File: src/sv/counter_wrap_extend_accumulator_unit_macros.svh
// ----------------------------------------------------------------------------
// Counter wrap extend accumulator assertion macros
// Shared concurrent assertion forms for the accumulator RTL.
// ----------------------------------------------------------------------------
`ifndef COUNTER_WRAP_EXTEND_ACCUMULATOR_UNIT_MACROS_SVH
`define COUNTER_WRAP_EXTEND_ACCUMULATOR_UNIT_MACROS_SVH

// same-cycle implication, masked while in reset
`define CWEA_ASSERT_IMPL(lbl, ante, cons) \
  lbl: assert property (@(posedge clk) disable iff (rst) (ante) |-> (cons)) \
    else $error("cwea assertion failed");

// next-cycle implication, also checked across reset
`define CWEA_ASSERT_NEXT(lbl, ante, cons) \
  lbl: assert property (@(posedge clk) (ante) |=> (cons)) \
    else $error("cwea assertion failed");

`endif

File: src/sv/cwea_pkg.sv
// ----------------------------------------------------------------------------
// Counter wrap extend accumulator package
// Shared constants, codes, item types and helper functions.
// ----------------------------------------------------------------------------
package cwea_pkg;

  // sizes
  localparam int NCNT        = 8;
  localparam int CNT_W       = 64;
  localparam int HALF_W      = 32;
  localparam int SIG_W       = 32;
  localparam int HOLD_W      = 8;
  localparam int TIMER_WIDTH = 8;
  localparam int CFG_IDX_W   = 2;

  // lanes that carry byte counters
  localparam int LANE_RX_OCTETS = 2;
  localparam int LANE_TX_OCTETS = 3;

  // op codes
  localparam logic [1:0] OP_UPDATE = 2'd0;
  localparam logic [1:0] OP_RESET  = 2'd1;
  localparam logic [1:0] OP_REBASE = 2'd2;
  localparam logic [1:0] OP_TICK   = 2'd3;

  // register indexes
  localparam logic [CFG_IDX_W-1:0] REG_SIGNIFICANT_BYTES = 2'd0;
  localparam logic [CFG_IDX_W-1:0] REG_SHORT_HOLD_TICKS  = 2'd1;
  localparam logic [CFG_IDX_W-1:0] REG_LONG_HOLD_TICKS   = 2'd2;

  // register reset values
  localparam logic [SIG_W-1:0]  SIG_BYTES_RESET  = 32'd1024;
  localparam logic [HOLD_W-1:0] SHORT_HOLD_RESET = 8'd2;
  localparam logic [HOLD_W-1:0] LONG_HOLD_RESET  = 8'd30;

  typedef logic [CNT_W-1:0]       cnt_t;
  typedef logic [TIMER_WIDTH-1:0] timer_t;

  typedef struct packed {
    logic [1:0] op;
    cnt_t rx_pkt_cnt;
    cnt_t tx_pkt_cnt;
    cnt_t rx_byte_cnt;
    cnt_t tx_byte_cnt;
    cnt_t rx_err_cnt;
    cnt_t tx_err_cnt;
    cnt_t rx_drop_cnt;
    cnt_t tx_drop_cnt;
  } item_t;

  typedef struct packed {
    cnt_t rx_pkt_total;
    cnt_t tx_pkt_total;
    cnt_t rx_byte_total;
    cnt_t tx_byte_total;
    cnt_t rx_err_total;
    cnt_t tx_err_total;
    cnt_t rx_drop_total;
    cnt_t tx_drop_total;
    logic save_request;
    logic snapshot_discarded;
    logic unsaved_changes;
  } result_t;

  typedef struct packed {
    logic [SIG_W-1:0]  significant_bytes;
    logic [HOLD_W-1:0] short_hold_ticks;
    logic [HOLD_W-1:0] long_hold_ticks;
  } cfg_t;

  // broadcast from the merge stage to every lane
  typedef struct packed {
    logic update;
    logic rebase;
    logic clear;
  } lane_ctrl_t;

  // what one lane found for its counter
  typedef struct packed {
    logic same;
    logic back;
    logic wide;
    cnt_t delta;
  } lane_status_t;

  typedef struct packed {
    logic save_request;
    logic snapshot_discarded;
    logic unsaved_changes;
  } flags_t;

  // hold register to timer width: mask when narrower, zero-fill when wider
  function automatic timer_t hold_to_timer(logic [HOLD_W-1:0] h);
    timer_t t;
    t = '0;
    for (int i = 0; i < TIMER_WIDTH; i++) begin
      if (i < HOLD_W) t[i] = h[i];
    end
    return t;
  endfunction

endpackage

File: src/sv/cwea_merge.sv
// ----------------------------------------------------------------------------
// Lane merge and save control
// Combines lane findings, keeps the byte change count, dirty flag and
// hold-off timers, and decides saves and discards for each item.
// ----------------------------------------------------------------------------
module cwea_merge
  import cwea_pkg::*;
(
  input  logic         clk,
  input  logic         rst,
  input  logic         fire,
  input  logic [1:0]   op,
  input  cfg_t         cfg,
  input  lane_status_t status [NCNT],
  output lane_ctrl_t   ctrl,
  output flags_t       flags
);

  `include "counter_wrap_extend_accumulator_unit_macros.svh"

  cnt_t   bytes_since_save;
  cnt_t   bytes_next;
  cnt_t   bytes_sum;
  logic   dirty_flag;
  logic   dirty_next;
  timer_t short_timer;
  timer_t short_next;
  timer_t long_timer;
  timer_t long_next;
  timer_t short_dec;
  timer_t long_dec;
  logic   short_fire;
  logic   long_fire;
  logic   sig_now;
  logic   sig_after;
  logic   all_same;
  logic   any_back;
  logic   any_wide;
  logic   save;
  logic   discarded;

  // combine lane flags
  always_comb begin
    all_same = 1'b1;
    any_back = 1'b0;
    any_wide = 1'b0;
    for (int i = 0; i < NCNT; i++) begin
      all_same = all_same & status[i].same;
      any_back = any_back | status[i].back;
      any_wide = any_wide | status[i].wide;
    end
  end

  // byte change count and significance
  assign bytes_sum = bytes_since_save + status[LANE_RX_OCTETS].delta
                     + status[LANE_TX_OCTETS].delta;
  assign sig_now   = bytes_since_save >= cnt_t'(cfg.significant_bytes);
  assign sig_after = bytes_sum >= cnt_t'(cfg.significant_bytes);

  // timer countdown for a tick
  assign short_dec  = (short_timer != '0) ? short_timer - timer_t'(1) : short_timer;
  assign long_dec   = (long_timer != '0) ? long_timer - timer_t'(1) : long_timer;
  assign short_fire = (short_timer != '0) && (short_dec == '0);
  assign long_fire  = (long_timer != '0) && (long_dec == '0);

  // per-op decision
  always_comb begin
    ctrl       = '0;
    save       = 1'b0;
    discarded  = 1'b0;
    bytes_next = bytes_since_save;
    dirty_next = dirty_flag;
    short_next = short_timer;
    long_next  = long_timer;
    if (fire) begin
      case (op)
        OP_UPDATE: begin
          if (!all_same) begin
            if (any_back && any_wide) begin
              discarded = 1'b1;
            end else begin
              ctrl.update = 1'b1;
              dirty_next  = 1'b1;
              bytes_next  = bytes_sum;
              save        = sig_after ? (short_timer == '0) : (long_timer == '0);
            end
          end
        end
        OP_RESET: begin
          ctrl.clear = 1'b1;
          save       = 1'b1;
        end
        OP_REBASE: begin
          ctrl.rebase = 1'b1;
          save        = 1'b1;
        end
        default: begin
          short_next = short_dec;
          long_next  = long_dec;
          save       = (short_fire && sig_now) || (long_fire && dirty_flag);
        end
      endcase
    end
    // a save clears the change count and reloads both hold-offs
    if (save) begin
      bytes_next = '0;
      dirty_next = 1'b0;
      short_next = hold_to_timer(cfg.short_hold_ticks);
      long_next  = hold_to_timer(cfg.long_hold_ticks);
    end
  end

  always_comb begin
    flags.save_request       = save;
    flags.snapshot_discarded = discarded;
    flags.unsaved_changes    = dirty_next;
  end

  always_ff @(posedge clk) begin
    if (rst) begin
      bytes_since_save <= '0;
      dirty_flag       <= 1'b0;
      short_timer      <= '0;
      long_timer       <= '0;
    end else begin
      bytes_since_save <= bytes_next;
      dirty_flag       <= dirty_next;
      short_timer      <= short_next;
      long_timer       <= long_next;
    end
  end

  // assertions
  `CWEA_ASSERT_IMPL(a_lane_ctrl_onehot, 1'b1, $onehot0({ctrl.update, ctrl.rebase, ctrl.clear}))
  `CWEA_ASSERT_IMPL(a_discard_keeps_state, discarded, !save && !ctrl.update)
  `CWEA_ASSERT_IMPL(a_clean_is_zero, !dirty_flag && !fire, bytes_next == bytes_since_save)

endmodule

File: config.mk
export PLATFORM = sky130hd
export DESIGN_NAME = cwea_merge
export DESIGN_NICKNAME = d
export VERILOG_FILES = /design/src/sv/cwea_pkg.sv /design/src/sv/cwea_merge.sv
export VERILOG_INCLUDE_DIRS = /design/src /design/src/sv
export SDC_FILE = /design/constraint.sdc
export NUM_CORES = 1
export LEC_CHECK = 0
export BUFFER_PORTS_ARGS = -buffer_cell sky130_fd_sc_hd__buf_2
export CORE_AREA = 5 5 227 229
export CTS_CLUSTER_SIZE = 30
export DETAILED_ROUTE_END_ITERATION = 6
export DIE_AREA = 0 0 232 234
export GPL_TIMING_DRIVEN = 0
export SKIP_CTS_REPAIR_TIMING = 1
export SYNTH_ARGS = -nofsm -noshare
export SYNTH_HDL_FRONTEND = slang
export SYNTH_SLANG_ARGS = --single-unit
export TNS_END_PERCENT = 1
File: constraint.sdc
create_clock -name clk -period 7.8 [get_ports clk]
set_input_delay 0.39 -clock clk [delete_from_list [all_inputs] [get_ports clk]]
set_output_delay 0.39 -clock clk [all_outputs]
set_load 0.005 [all_outputs]
==> run metrics <==
Remaining Overflow, GRT=0; Lkg Pwr=slightly below 6 nW; gr usage total=16.90%; drt total wl=47220 µm; CTS tree=yes; syn nets=2200; Fmax=138.1 MHz; Post-Syn Instances=1415; first-pass GRT wire length=slightly above 70000 µm; Vias=about 12000; Area after DPL=roughly 13000 µm²; Vias per Instance=a little over 5; Initial DRT Pass Iterations=5; Worst-path clk slew=0.06 ns; Slew Limit Fails=0; MaxCap Viol Count=0; cell row count=approximately 80; Max VDD drop=around 110 µV; Period minus WS final=around 7.2 ns; Routed WL per cell=20.43 µm; largest net degree at the start of global routing=13; RePlAce Congestion=just over 0.9; fin worst setup slack=roughly 0.56 ns; total CTS buffers=9; Critical Path AT=6.85 ns; R2R Path End=bytes_since_save[24]; Most common cell on crit path=nor2_1; depth of the most critical reg-to-reg path=25; TritonCTS sink count=between 80 and 90; endpoints failing hold=0; ANT nets after route=0; DP Wirelength=40910 µm; # DRC=0; Synth async-reset ratio=0%; Die Area=54290 µm²; synth unique cells=83; critical path launch point type=flip-flop; Post-Layout Inst Area=~13000 µm²; # fillers=~5500; pre-CTS setup slack=about 0.63 ns; top_reg_cell synth=dfxtp_1; DR iter-0 viols=about 1100; Rel. slew slack=15.89%; starting density of the core=roughly 23%; initial antenna violation count=3; H-tree levels=3; CP max stage delay=between 0.4 and 0.5 ns; clk_skew=0.01168 ns; die width=~230 µm; crit share post-route=92.86%; Skew-Pair Late Insertion Delay=between 0.3 and 0.4 ns; Area growth, synth to finish=19.69%; register bit count reported by yosys=between 80 and 90; Critical Path Sink=flags[0]; commonest non-fill, non-tap cells in the layout=buf_2, a21oi_1, ha_1; crit end category=output port; Synth Cell Area=between 10000 and 15000 µm²; Core Box Area=~49000 µm²; Worst-Margin Slew=approximately 1.2 ns; syn_area_per_cell=around 8 µm²; Layout Nets=~2400; Setup TNS Final=0 ns; Ys Warns=0; Setup violations, final=0; P per Cell Area=approximately 140 nW/µm²; Chip Height=between 200 and 250 µm; Slowest-stage cell, CP=fa_1; vias in the first global route=around 12000; Seq/Total Area, Yosys=roughly 14%; Worst Setup Path Type=flip-flop to output port; FF-to-FF Start=bytes_since_save[1]; reg2reg setup slack=1.21 ns; IO buf count=209; Hold Path Class=input pin to flip-flop; worst-path fanout max=10; maximum clock insertion buffer count=2; RSZ-0062 raised after global routing=false; Setup crit start=bytes_since_save[1]; DP Cell Count=2296; Root Buffer=clkbuf_16; Worst EP required=7.41 ns; EDFF count, synth=0; run status=complete, no violations; Non-Filler Instances=about 2300; Tot Pwr=0.001915 W; share of layout cells above drive strength 1=~18%; commonest non-fill, non-tap cell in the layout=buf_2; io pins=595
-- cell families (layout without fill, tap and decap cells) --
logic type / Yosys count / after routing / synth area share [%]
simple gates: 498 / 498 / 22.14
compound gates: 411 / 411 / 23.79
xor+xnor: 56 / 56 / 4.353
other cells: 0 / 2 / 0
flops: 81 / 81 / 14.39
buf+inv: 125 / 347 / 5.019
mux: 48 / 48 / 4.275
fa+ha+maj: 196 / 196 / 26.03
-- power breakdown --
group | switching (W) | internal, W
sequential | 0.00000938 | 0.000420
combinational | 0.000626 | 0.000361
clock | 0.000191 | 0.000307
total | 0.000826 | 0.00109
-- final cells by class --
cell class | instances | area [µm²] | share of cell area (%)
Multi-Input combinational cell | 1209 | 9086 | 67.38
Sequential cell | 81 | 1622 | 12.02
Timing Repair Buffer | 209 | 1046 | 7.757
Tap cell | 672 | 840.8 | 6.235
Buffer | 70 | 359.1 | 2.663
Clock buffer | 9 | 225.2 | 1.670
Inverter | 55 | 206.4 | 1.531
Clock inverter | 4 | 95.09 | 0.7051
Antenna cell | 2 | 5.005 | 0.03711
-- critical path, delay by kind of cell (launching register included) --
family | cells | cell delay, ns
adders and majority gates | 4 | 1.46
xor gates and xnor gates | 1 | 0.20
and+or+nand+nor | 10 | 2.40
AOI/OAI and AO/OA | 8 | 1.44
DFF | 1 | 0.38
buffers and inverters | 3 | 0.60
-- worst min-delay path by stage --
stage | start | endpoint | slack (ns) | cells after the start
2_1_floorplan | bytes_since_save[34] | bytes_since_save[34] | 0.47 | 2
3_3_place_gp | bytes_since_save[34] | bytes_since_save[34] | 0.50 | 2
3_5_place_dp | bytes_since_save[34] | bytes_since_save[34] | 0.51 | 2
4_1_cts | cfg[11] | short_timer[3] | 0.36 | 3
5_1_grt | cfg[6] | long_timer[6] | 0.39 | 3
6_report | cfg[13] | short_timer[5] | 0.39 | 3
-- cell usage after synthesis (all sizes together), types with 9 or more instances --
master  number  share of area [%]
a21oi      139                6.3
ha         132                 15
nand2      120                4.0
nor2       107                3.6
nor3        90                4.1
o21ai       82                3.6
dfxtp       81                 14
fa          64                 11
inv         55                1.8
mux2i       47                4.2
nand4       47                2.6
clkbuf      38                1.3
a21o        36                2.4
buf         32                1.9
xnor2       31                2.4
nor4        28                1.7
nand3       27                1.2
xor2        25                1.9
a211oi      21                1.4
o21a        19                1.3
or3         16               0.98
o211ai      15                1.1
a31oi       14               0.78
o31ai       11               0.73
and2        10               0.60
a221oi       9               0.87
nor2b        9               0.50
-- stage by stage --
step,hold WS (ns),utilization (%)
final,0.3855,27.27
after global routing,0.3925,27.26
after global placement,0.5037,26.60
after detailed placement,0.5054,26.60
after floorplan,0.4702,-
after CTS,0.3609,27.25
-- flip-flops by register name, indices dropped and copies added (netlist names) --
register          count
bytes_since_save     64
short_timer           8
long_timer            8
dirty_flag            1
-- layer usage --
metal  vias up  part of all wire (%)  global-route usage (%)
li1       5722                     -                       -
met1      5788                    47                   23.66
met2       437                    44                   26.71
met3        49                   7.0                   3.596
met4         2                   1.9                   4.081
met5         -                 0.028                       0
Note: power is estimated with default switching activity, not from simulation.
