===== src/sv/counter_wrap_extend_accumulator_unit_macros.svh =====
// ----------------------------------------------------------------------------
// Counter wrap extend accumulator assertion macros
// Shared concurrent assertion forms for the accumulator RTL.
// ----------------------------------------------------------------------------
`ifndef COUNTER_WRAP_EXTEND_ACCUMULATOR_UNIT_MACROS_SVH
`define COUNTER_WRAP_EXTEND_ACCUMULATOR_UNIT_MACROS_SVH

// same-cycle implication, masked while in reset
`define CWEA_ASSERT_IMPL(lbl, ante, cons) \
  lbl: assert property (@(posedge clk) disable iff (rst) (ante) |-> (cons)) \
    else $error("cwea assertion failed");

// next-cycle implication, also checked across reset
`define CWEA_ASSERT_NEXT(lbl, ante, cons) \
  lbl: assert property (@(posedge clk) (ante) |=> (cons)) \
    else $error("cwea assertion failed");

`endif


===== src/sv/cwea_pkg.sv =====
// ----------------------------------------------------------------------------
// Counter wrap extend accumulator package
// Shared constants, codes, item types and helper functions.
// ----------------------------------------------------------------------------
package cwea_pkg;

  // sizes
  localparam int NCNT        = 8;
  localparam int CNT_W       = 64;
  localparam int HALF_W      = 32;
  localparam int SIG_W       = 32;
  localparam int HOLD_W      = 8;
  localparam int TIMER_WIDTH = 8;
  localparam int CFG_IDX_W   = 2;

  // lanes that carry byte counters
  localparam int LANE_RX_OCTETS = 2;
  localparam int LANE_TX_OCTETS = 3;

  // op codes
  localparam logic [1:0] OP_UPDATE = 2'd0;
  localparam logic [1:0] OP_RESET  = 2'd1;
  localparam logic [1:0] OP_REBASE = 2'd2;
  localparam logic [1:0] OP_TICK   = 2'd3;

  // register indexes
  localparam logic [CFG_IDX_W-1:0] REG_SIGNIFICANT_BYTES = 2'd0;
  localparam logic [CFG_IDX_W-1:0] REG_SHORT_HOLD_TICKS  = 2'd1;
  localparam logic [CFG_IDX_W-1:0] REG_LONG_HOLD_TICKS   = 2'd2;

  // register reset values
  localparam logic [SIG_W-1:0]  SIG_BYTES_RESET  = 32'd1024;
  localparam logic [HOLD_W-1:0] SHORT_HOLD_RESET = 8'd2;
  localparam logic [HOLD_W-1:0] LONG_HOLD_RESET  = 8'd30;

  typedef logic [CNT_W-1:0]       cnt_t;
  typedef logic [TIMER_WIDTH-1:0] timer_t;

  typedef struct packed {
    logic [1:0] op;
    cnt_t rx_pkt_cnt;
    cnt_t tx_pkt_cnt;
    cnt_t rx_byte_cnt;
    cnt_t tx_byte_cnt;
    cnt_t rx_err_cnt;
    cnt_t tx_err_cnt;
    cnt_t rx_drop_cnt;
    cnt_t tx_drop_cnt;
  } item_t;

  typedef struct packed {
    cnt_t rx_pkt_total;
    cnt_t tx_pkt_total;
    cnt_t rx_byte_total;
    cnt_t tx_byte_total;
    cnt_t rx_err_total;
    cnt_t tx_err_total;
    cnt_t rx_drop_total;
    cnt_t tx_drop_total;
    logic save_request;
    logic snapshot_discarded;
    logic unsaved_changes;
  } result_t;

  typedef struct packed {
    logic [SIG_W-1:0]  significant_bytes;
    logic [HOLD_W-1:0] short_hold_ticks;
    logic [HOLD_W-1:0] long_hold_ticks;
  } cfg_t;

  // broadcast from the merge stage to every lane
  typedef struct packed {
    logic update;
    logic rebase;
    logic clear;
  } lane_ctrl_t;

  // what one lane found for its counter
  typedef struct packed {
    logic same;
    logic back;
    logic wide;
    cnt_t delta;
  } lane_status_t;

  typedef struct packed {
    logic save_request;
    logic snapshot_discarded;
    logic unsaved_changes;
  } flags_t;

  // hold register to timer width: mask when narrower, zero-fill when wider
  function automatic timer_t hold_to_timer(logic [HOLD_W-1:0] h);
    timer_t t;
    t = '0;
    for (int i = 0; i < TIMER_WIDTH; i++) begin
      if (i < HOLD_W) t[i] = h[i];
    end
    return t;
  endfunction

endpackage


===== src/sv/cwea_lane.sv =====
// ----------------------------------------------------------------------------
// Counter lane
// Holds one counter's last snapshot and total, finds its delta with 32-bit
// wrap extension and updates both under control of the merge stage.
// ----------------------------------------------------------------------------
module cwea_lane
  import cwea_pkg::*;
(
  input  logic         clk,
  input  logic         rst,
  input  cnt_t         snap,
  input  lane_ctrl_t   ctrl,
  output lane_status_t status,
  output cnt_t         total_next
);

  cnt_t             last_snapshot;
  cnt_t             running_total;
  cnt_t             last_next;
  cnt_t             ext_snap;
  logic [CNT_W:0]   diff;
  logic             lo_borrow;
  logic [HALF_W-1:0] hi_ext;

  // full difference, borrow marks a backward counter
  assign diff      = {1'b0, snap} - {1'b0, last_snapshot};
  assign lo_borrow = snap[HALF_W-1:0] < last_snapshot[HALF_W-1:0];
  assign hi_ext    = last_snapshot[CNT_W-1:HALF_W] + HALF_W'(lo_borrow);

  // backward counter keeps the old upper half, one more if the low half wrapped
  assign ext_snap = diff[CNT_W] ? {hi_ext, snap[HALF_W-1:0]} : snap;

  always_comb begin
    status.same  = (snap == last_snapshot);
    status.back  = diff[CNT_W];
    status.wide  = |snap[CNT_W-1:HALF_W];
    status.delta = diff[CNT_W] ? {{(CNT_W-HALF_W){1'b0}}, diff[HALF_W-1:0]}
                               : diff[CNT_W-1:0];
  end

  // next total and last snapshot
  always_comb begin
    total_next = running_total;
    last_next  = last_snapshot;
    if (ctrl.clear) begin
      total_next = '0;
    end else if (ctrl.update) begin
      total_next = running_total + status.delta;
      last_next  = ext_snap;
    end else if (ctrl.rebase) begin
      last_next  = snap;
    end
  end

  always_ff @(posedge clk) begin
    if (rst) begin
      last_snapshot <= '0;
      running_total <= '0;
    end else begin
      last_snapshot <= last_next;
      running_total <= total_next;
    end
  end

endmodule


===== config.mk =====
export PLATFORM = sky130hd
export DESIGN_NAME = cwea_lane
export DESIGN_NICKNAME = d
export VERILOG_FILES = /design/src/sv/counter_wrap_extend_accumulator_unit_macros.svh /design/src/sv/cwea_pkg.sv /design/src/sv/cwea_lane.sv
export SDC_FILE = /design/constraint.sdc
export NUM_CORES = 1
export LEC_CHECK = 0
export BUFFER_PORTS_ARGS = -buffer_cell sky130_fd_sc_hd__buf_2
export CORE_MARGIN = 5
export CORE_UTILIZATION = 60
export DETAILED_ROUTE_END_ITERATION = 8
export PLACE_DENSITY = 0.9
export SLEW_MARGIN = 15
export SYNTH_ARGS = -nofsm -noshare
export SYNTH_HDL_FRONTEND = slang
export SYNTH_SLANG_ARGS = --single-unit

===== constraint.sdc =====
create_clock -name clk -period 7.85 [get_ports clk]
set_input_delay 0.3925 -clock clk [delete_from_list [all_inputs] [get_ports clk]]
set_output_delay 0.3925 -clock clk [all_outputs]
set_load 0.03 [all_outputs]

==> flow_summary.toml, run 1 <==
[outcome]
outcome = "finished clean"

[pwr]
seqPwrFrac_pct = 21.6
finalPower_mw = 3.38
p_leak_nw = 7.02
swShare_pct = 49.9
clkPwrFrac_pct = 23.8
combinationalPowerShare_pct = 54.6
power_switching_mw = 1.69
irDropWorstVdd_mv = 0.0984
intPower_mw = 1.70
power_per_cell_area_nw_per_um2 = 216

[route]
viasPerCell = 6.46
drt_iter0_drc = 1762
wire_per_inst_um = 19.8
drc_errors = 0
vias = 16100
ant_nets = 0
firstDrtPassIters = 7
wl_um = 49500

[worst_setup_path]
r2r-end = "running_total[58]"
critical_path.cell_chain = "ha_1 > inv_1 > fa_1 > a21o_1 > a221oi_1 > or4b_1 > and2_4 > o21ai_0 > a21o_1 > a21oi_1 > xnor2_1 > ha_1 > nand2_1 > nor2_1 > nand3_1 > a2111oi_1 > o2111ai_1 > a2111oi_0 > nor2_1 > or4_1 > nand3_1 > buf_2"
crit_buf_inv = 2
crit_family = "compound AO/OA/AOI/OAI gates"
worst_path_max_delay_cell = "a2111oi_0"
cp-start-kind = "flop"
worstPathRequired_ns = 7.46
crit_arrival_ns = 7.11
cp-end-kind = "output pin"
r2r-start = "last_snapshot[0]"
crit_path_max_incr_delay_ns = 0.88
rr_worst_depth = 21
crit_path_max_fanout = 5
critPathLaunch = "last_snapshot[0]"
reg2reg_setup_slack_ns = 1.38
criticalPathCategory = "reg2out"

[sta]
min_period_ns = 7.50
fin_setup_tns_ns = 0
rsz0062_at_grt = "no"
fmax_mhz = 133
fin_crit_sh_pct = 95.5
slew_viol_final = 0
finClkSkew_ns = 0.0212
worstMarginPinSlew_ns = 0.895
slew_headroom_pct = 38.8
setup_viol = 0
hold_viol = 0

[grt]
first_global_vias = 14400
grt_max_degree = 66
grt_pass1_wl_um = 76600
grt_use_total_pct = 35.3
antenna_found_initial = 0
grt_remaining_overflow = 0

[floorplanning]
io_pins = 200
dieArea_um2 = 26800
fp.dieH_um = 164
fp.dieW_um = 164
rows = 56
initial_core_util_pct = 60.7
core_area_um2 = 23300

[placement]
gp_congestion = 0.997
port_buffers = 199
hpwl_um = 38200
dpl.cell_count = 2462

[synthesis]
synth_edf_count = 0
yosysWarnings = 0
syn_nets = 2260
avgSynthCellArea_um2 = 6.88
synth_flop_cell = "dfxtp_1"
synth_fa_ha_area_share_pct = 11.7
yosys.area_share.simple_pct = 25.6
synth_compound_area_share_pct = 27.6
synth_top_family_by_area = "compound AO/OA/AOI/OAI gates"
async_reset_ff_share_pct = 0
synth.area.mux_share_pct = 3.65
synthCells = 2060
synth_cell_types = 77
ys_seq_elements = 128
synth_xor_area_share_pct = 6.30
synth_area_um2 = 14200
ys_seq_area_share_pct = 18.1

[clocking]
worstSkewPairLatency_ns = 0.44
tritoncts = "done"
clk_pin_slew_ns = 0.07
post_cts_resized = 0
cts_made_buffers = 17
cts_sinks = 128
htreeDepth = 4
postCtsSetupBuffers = 0
root_buffer = "clkbuf_16"
cts_max_path_buffers = 2
postCtsHoldBufs = 0

[finish]
mostFrequentLayoutCells = "239 x nand2_1, 233 x a21oi_1, 213 x nor2_1"
diodes = 0
area_delta_synth_final_pct = 10.4
final_util_pct = 67.1
finish.net_count = 2362
drive_above_1_share_pct = 12.3
fin_cells = 2494
final_common_cell = "nand2_1"

[flow_run]
max_cap_violations = 0

[hold_path]
min-delay-path-class = "in2reg"
hp-start = "snap[19]"
holdPathEnd = "last_snapshot[19]"
whs_path_depth = 3
[synth_stat cells, drive strengths merged (10+ instances only)]
| cell type | n | area, um^2 |
|---|---|---|
| a211oi | 21 | 158 |
| and2 | 13 | 85.1 |
| mux2i | 46 | 460 |
| nor4 | 16 | 100 |
| nand2 | 239 | 897 |
| nor2b | 21 | 131 |
| and3 | 27 | 169 |
| inv | 114 | 428 |
| o21bai | 32 | 240 |
| o31ai | 15 | 113 |
| a21o | 66 | 495 |
| nand3 | 59 | 300 |
| dfxtp | 128 | 2560 |
| a21oi | 233 | 1170 |
| o22ai | 11 | 68.8 |
| xor2 | 44 | 385 |
| o21a | 16 | 120 |
| buf | 28 | 201 |
| nand4 | 50 | 313 |
| o21ai | 118 | 591 |
| a31oi | 26 | 163 |
| nand2b | 21 | 131 |
| or3 | 14 | 92.6 |
| nor3 | 74 | 370 |
| clkbuf | 98 | 372 |
| o211ai | 10 | 75.1 |
| xnor2 | 58 | 508 |
| nor2 | 215 | 807 |
| ha | 129 | 1610 |
[area by class of cell]
| class | count | area, um^2 |
|---|---|---|
| multi-input combinational | 1691 | 10600 |
| fill | 2114 | 7680 |
| sequential | 128 | 2560 |
| timing repair buffer | 210 | 1080 |
| inverter | 114 | 428 |
| clock buffer | 17 | 425 |
| tap | 319 | 399 |
| clock inverter | 15 | 140 |
[power by group through the flow]
stage               registers, mW  logic [mW]  clock network [mW]
finish                      0.732        1.85               0.805
global route                0.737        1.98               0.837
CTS                         0.730        1.80               0.805
detailed placement          0.745        1.79                   0
global placement            0.742        1.77                   0
floorplan                   0.735        1.31                   0
[registers in the layout, indices dropped and copies added, names as in the netlist]
register and flops:
last_snapshot 64, running_total 64
[worst max path at each step]
stage,end,slack (ns),depth (start not counted)
2_1_floorplan,total_next[57],0.44,23
3_3_place_gp,total_next[58],0.89,24
3_5_place_dp,total_next[58],0.81,24
4_1_cts,total_next[58],0.54,22
5_1_grt,total_next[57],0.16,21
6_report,total_next[58],0.35,22
[metal layers]
metal  global-route usage (%)  wire length, um  vias to the layer above
li1                         -                -                     7596
met3                     5.30             5210                      122
met5                        0                0                        -
met2                     53.5            21400                      939
met4                     11.7             1610                        0
met1                     51.3            21200                     7459
[worst register-to-register path: stages (launching register included)]
cell and delay (ns):
dfxtp_1 0.34, ha_1 0.17, inv_1 0.05, fa_1 0.39, a21o_1 0.20, a221oi_1 0.47, or4b_1 0.22, and2_4 0.18
o21ai_0 0.15, a21o_1 0.22, a21oi_1 0.17, xnor2_1 0.17, ha_1 0.43, nand2_1 0.17, nor2_1 0.18, nand3_1 0.15
a2111oi_1 0.64, o2111ai_1 0.31, a2111oi_0 0.88, nor2_1 0.27, or4_1 0.57, nand3_1 0.09
[logic make-up after synthesis]
logic type | after synthesis
adder cells (fa/ha/maj) | 131
buffers and inverters | 241
XOR/XNOR | 102
flip-flops | 128
AO/OA/AOI/OAI | 629
AND/OR/NAND/NOR | 778
multiplexers | 51
[per-stage QoR]
stage          setup WS [ns]  hold slack (ns)  area (um^2)
2_1_floorplan          0.438            0.436        14200
3_3_place_gp           0.890            0.442        15100
3_5_place_dp           0.814            0.446        15100
4_1_cts                0.537            0.197        15700
5_1_grt                0.163            0.204        15700
6_report               0.351            0.199        15700
(Power assumes the default switching activity.)
==> inputs of run 2 (changes only) <==
--- a/config.mk
+++ b/config.mk
@@ -6,10 +6,12 @@
 export NUM_CORES = 1
 export LEC_CHECK = 0
 export BUFFER_PORTS_ARGS = -buffer_cell sky130_fd_sc_hd__buf_2
+export CELL_PAD_IN_SITES_DETAIL_PLACEMENT = 1
+export CELL_PAD_IN_SITES_GLOBAL_PLACEMENT = 2
 export CORE_MARGIN = 5
-export CORE_UTILIZATION = 60
+export CORE_UTILIZATION = 33
 export DETAILED_ROUTE_END_ITERATION = 8
-export PLACE_DENSITY = 0.9
+export PLACE_DENSITY = 0.89
 export SLEW_MARGIN = 15
 export SYNTH_ARGS = -nofsm -noshare
 export SYNTH_HDL_FRONTEND = slang
==> flow_summary.toml, run 2 (synthesized netlist as in run 1, its figures left out) <==
[clocking]
htreeDepth = 4
postCtsHoldBufs = 0
clk_pin_slew_ns = 0.07
root_buffer = "clkbuf_16"
worstSkewPairLatency_ns = 0.47
cts_max_path_buffers = 2
postCtsSetupBuffers = 0
cts_made_buffers = 17
cts_sinks = 128
tritoncts = "done"

[sta]
setup_viol = 0
hold_viol = 0
slew_headroom_pct = 28.8
min_period_ns = 7.40
hold_slack_ns = 0.164
slew_viol_final = 0
worstMarginPinSlew_ns = 1.04
rsz0062_at_grt = "no"
fin_crit_sh_pct = 94.3
fmax_mhz = 135
finClkSkew_ns = 0.0147
fin_setup_tns_ns = 0

[worst_setup_path]
crit_arrival_ns = 7.01
worst_path_max_delay_cell = "or4_1"
criticalPathCategory = "reg2out"
worstPathRequired_ns = 7.46
crit_path_max_fanout = 8
cp-end-kind = "output pin"
cp-start-kind = "flop"
crit_path_max_incr_delay_ns = 0.53
cpMostUsedCell = "a21o_1"

[route]
drt_iter0_drc = 1033
wl_um = 58200
vias = 15700
drc_errors = 0
wire_per_inst_um = 21.4
viasPerCell = 5.75
firstDrtPassIters = 5
ant_nets = 0

[finish]
reg.largest.list = "last_snapshot x64, running_total x64"
drive_above_1_share_pct = 12.4
mostFrequentLayoutCells = "239 x nand2_1, 233 x a21oi_1, 213 x nor2_1"
n_fill_cell = 5461
fin_cells = 2723
final_common_cell = "nand2_1"
finish.net_count = 2364
diodes = 0
area_delta_synth_final_pct = 12.9

[placement]
port_buffers = 199
hpwl_um = 46500
dpl.cell_count = 2691
gp_congestion = 0.928

[grt]
grt_max_degree = 69
grt_use_total_pct = 24.0
antenna_found_initial = 0
grt_remaining_overflow = 0
first_global_vias = 15900
grt_pass1_wl_um = 90800

[outcome]
outcome = "finished clean"

[floorplanning]
io_pins = 200
initial_core_util_pct = 33.1
fp.dieH_um = 217
rows = 76
core_area_um2 = 42800
fp.dieW_um = 217
dieArea_um2 = 47200

[pwr]
irDropWorstVdd_mv = 0.122
finalPower_mw = 3.50
p_leak_nw = 7.05
power_per_cell_area_nw_per_um2 = 219

[flow_run]
max_cap_violations = 0

[hold_path]
min-delay-path-class = "in2reg"
[run 2: worst paths after layout]
| path | start | endpoint | slack, ns | cells past startpoint |
|---|---|---|---|---|
| worst max-delay path | last_snapshot[0] | total_next[61] | 0.45 | 25 |
| worst min-delay path | snap[0] | last_snapshot[0] | 0.16 | 3 |
| worst min register to register | last_snapshot[13] | last_snapshot[13] | 0.46 | 2 |
| worst max register to register | last_snapshot[0] | running_total[61] | 1.49 | 24 |
[run 2: stage by stage]
step / area (um^2) / utilization [%] / setup WS [ns]
2_1_floorplan: 14200 / - / 0.438
3_3_place_gp: 15400 / 36.0 / 0.858
3_5_place_dp: 15400 / 36.0 / 0.823
4_1_cts: 16000 / 37.4 / 0.423
5_1_grt: 16000 / 37.4 / 0.0197
6_report: 16000 / 37.4 / 0.445
[run 2: metal layers]
| layer | vias up | global-route usage [%] | part of all wire [%] |
|---|---|---|---|
| li1 | 7588 | - | - |
| met2 | 343 | 38.6 | 45 |
| met1 | 7653 | 33.5 | 48 |
| met3 | 69 | 2.98 | 3.6 |
| met5 | - | 0 | 0 |
| met4 | 0 | 7.98 | 2.8 |
[run 2: area by class of cell]
| class | count | area (um^2) | area share (%) |
|---|---|---|---|
| inverter | 114 | 428 | 2.67 |
| clock inverter | 15 | 184 | 1.15 |
| multi-input combinational | 1691 | 10600 | 66.4 |
| clock buffer | 17 | 425 | 2.66 |
| sequential | 128 | 2560 | 16.0 |
| tap | 546 | 683 | 4.27 |
| timing repair buffer | 212 | 1100 | 6.86 |
[run 2: critical path, delay by kind of cell (launching register included)]
kind	cells	cell delay [ns]
AO/OA/AOI/OAI	14	3.32
AND/OR/NAND/NOR	5	1.21
adder cells (fa/ha/maj)	3	0.99
multiplexers	1	0.40
flip-flops	1	0.34
buffers and inverters	2	0.29
[run 2: report_power, final]
group | internal (mW) | switching, mW
Sequential | 0.699 | 0.0343
Clock | 0.503 | 0.365
Combinational | 0.580 | 1.32
[run 2: repair_timing]
action                                  4_1_cts  5_1_grt
hold endpoints to repair                      0        0
endpoints found under the setup margin        0        2
gates resized for setup                       0        3
==> inputs of run 3 (changes only) <==
--- a/config.mk
+++ b/config.mk
@@ -5,13 +5,13 @@
 export SDC_FILE = /design/constraint.sdc
 export NUM_CORES = 1
 export LEC_CHECK = 0
-export BUFFER_PORTS_ARGS = -buffer_cell sky130_fd_sc_hd__buf_2
 export CELL_PAD_IN_SITES_DETAIL_PLACEMENT = 1
 export CELL_PAD_IN_SITES_GLOBAL_PLACEMENT = 2
 export CORE_MARGIN = 5
-export CORE_UTILIZATION = 33
+export CORE_UTILIZATION = 37
 export DETAILED_ROUTE_END_ITERATION = 8
-export PLACE_DENSITY = 0.89
+export DONT_BUFFER_PORTS = 1
+export PLACE_DENSITY = 0.9
 export SLEW_MARGIN = 15
 export SYNTH_ARGS = -nofsm -noshare
 export SYNTH_HDL_FRONTEND = slang
==> flow_summary.toml, run 3 (synthesized netlist as in run 1, its figures left out) <==
[grt]
grt_use_total_pct = 25.8
grt_pass1_wl_um = 86800
antenna_found_initial = 0
grt_max_degree = 115
first_global_vias = 15300
grt_remaining_overflow = 0

[worst_setup_path]
cp-start-kind = "flop"
r2r-end = "running_total[57]"
rr_worst_depth = 20
worst_path_max_delay_cell = "a2111oi_1"
crit_end = "total_next[60]"
crit_path_max_incr_delay_ns = 0.68
r2r-start = "last_snapshot[0]"
crit_buf_inv = 2
critical_path.cell_chain = "ha_1 > inv_1 > fa_1 > a21o_1 > a221oi_1 > or4b_1 > and2_4 > o21ai_0 > a21o_1 > a21oi_1 > xnor2_1 > buf_4 > ha_1 > nand2_1 > nor2_1 > nand3_1 > a2111oi_1 > o2111ai_1 > a2111oi_1 > nor2_1 > or4_1 > nand3_1"
path_depth = 22
criticalPathCategory = "reg2out"
crit_family = "compound AO/OA/AOI/OAI gates"
worstPathRequired_ns = 7.46
crit_arrival_ns = 7.13
crit_path_max_fanout = 5
cp-end-kind = "output pin"
reg2reg_setup_slack_ns = 1.33
critPathLaunch = "last_snapshot[0]"

[route]
drc_errors = 0
drt_iter0_drc = 895
wire_per_inst_um = 22.2
firstDrtPassIters = 5
ant_nets = 0
wl_um = 56400
viasPerCell = 6.02
vias = 15200

[outcome]
outcome = "finished clean"

[sta]
fmax_mhz = 133
worstMarginPinSlew_ns = 1.21
layout_setup_ws_ns = 0.325
fin_crit_sh_pct = 95.9
hold_viol = 0
fin_setup_tns_ns = 0
finClkSkew_ns = 0.0136
slew_viol_final = 0
setup_viol = 0
rsz0062_at_grt = "no"
min_period_ns = 7.52
slew_headroom_pct = 18.9

[finish]
postLayoutCellArea_um2 = 15300
area_delta_synth_final_pct = 8.20
drive_above_1_share_pct = 5.73
reg.largest.list = "last_snapshot x64, running_total x64"
finish.net_count = 2210
diodes = 0
n_fill_cell = 4799
mostFrequentLayoutCells = "239 x nand2_1, 233 x a21oi_1, 213 x nor2_1"
final_common_cell = "nand2_1"

[placement]
hpwl_um = 44300
gp_congestion = 0.907
placed_area_um2 = 14700
port_buffers = 0
place_ws_ns = 0.543

[floorplanning]
fp.dieH_um = 206
io_pins = 200
initial_core_util_pct = 37.5
dieArea_um2 = 42300
fp.dieW_um = 206
rows = 71
core_area_um2 = 37800

[clocking]
cts_made_buffers = 17
cts_sinks = 128
root_buffer = "clkbuf_16"
htreeDepth = 4
worstSkewPairLatency_ns = 0.46
tritoncts = "done"
cts_max_path_buffers = 2
clk_pin_slew_ns = 0.07

[pwr]
power_per_cell_area_nw_per_um2 = 225
combinationalPowerShare_pct = 52.5
swShare_pct = 48.1
power_switching_mw = 1.66
p_leak_nw = 6.40
irDropWorstVdd_mv = 0.134
intPower_mw = 1.79
seqPwrFrac_pct = 21.2
clkPwrFrac_pct = 26.3
finalPower_mw = 3.45

[hold_path]
min-delay-path-class = "in2reg"
whs_path_depth = 1

[flow_run]
max_cap_violations = 0
-- run 3: power by group through the flow --
stage                     clock, mW  combinational, mW  sequential [mW]
after detailed placement          0               1.77            0.745
final                         0.908               1.81            0.731
after global placement            0               1.74            0.742
after CTS                     0.923               1.79            0.731
after floorplan                   0               1.31            0.735
after global routing          0.946               1.94            0.737
-- run 3: area by class of cell --
class / count / area, um^2 / area share (%)
well taps: 511 / 639 / 4.17
clock inverters: 15 / 210 / 1.37
repair buffers: 58 / 438 / 2.86
multi-input cells: 1691 / 10600 / 69.3
flip-flops and latches: 128 / 2560 / 16.7
clock buffers: 17 / 425 / 2.77
inverters: 114 / 428 / 2.79
-- run 3: worst reg2reg max path: stages, from the launching register on --
cell and delay, ns:
dfxtp_1 0.33, ha_1 0.19, inv_1 0.06, fa_1 0.40
a21o_1 0.21, a221o_1 0.32, a211oi_1 0.29, nor4b_1 0.10
or4_1 0.53, a21boi_0 0.25, xor2_1 0.10, nor2_1 0.71
ha_1 0.45, nand4_1 0.19, or3_1 0.42, a41oi_1 0.29
nor3_1 0.14, a2111oi_2 0.73, o21ai_0 0.32, mux2i_1 0.22
o211ai_1 0.12
-- run 3: worst min path at each step --
stage	from	endpoint	slack, ns
after floorplan	last_snapshot[10]	last_snapshot[10]	0.44
after global placement	last_snapshot[21]	last_snapshot[21]	0.44
after detailed placement	last_snapshot[27]	last_snapshot[27]	0.45
after CTS	rst	running_total[31]	0.00009
after global routing	rst	running_total[31]	0.007
final	rst	running_total[31]	0.04
-- run 3: stage by stage --
stage / hold WS (ns) / cells / util [%]
6_report: 0.0367 / 2534 / 40.6
3_3_place_gp: 0.440 / 2501 / 38.9
3_5_place_dp: 0.446 / 2501 / 38.9
4_1_cts: 0.0000935 / 2534 / 40.6
2_1_floorplan: 0.436 / 2060 / -
5_1_grt: 0.00670 / 2534 / 40.6
-- run 3: timing repair --
| item | 4_1_cts | 5_1_grt |
|---|---|---|
| hold buffers | 1 | 0 |
| hold endpoints to repair | 4 | 0 |
| buffers inserted | 0 | 0 |
| endpoints found under the setup margin | 0 | 9 |
| resized for setup | 0 | 3 |
-- run 3: metal layers --
layer	vias to the layer above	part of all wire (%)	wire length (um)	GRT usage, %
li1	7274	-	-	-
met1	7488	46	25800	34.7
met2	387	45	25500	41.6
met3	100	5.7	3230	4.44
met4	0	3.3	1850	8.95
met5	-	0	0	0
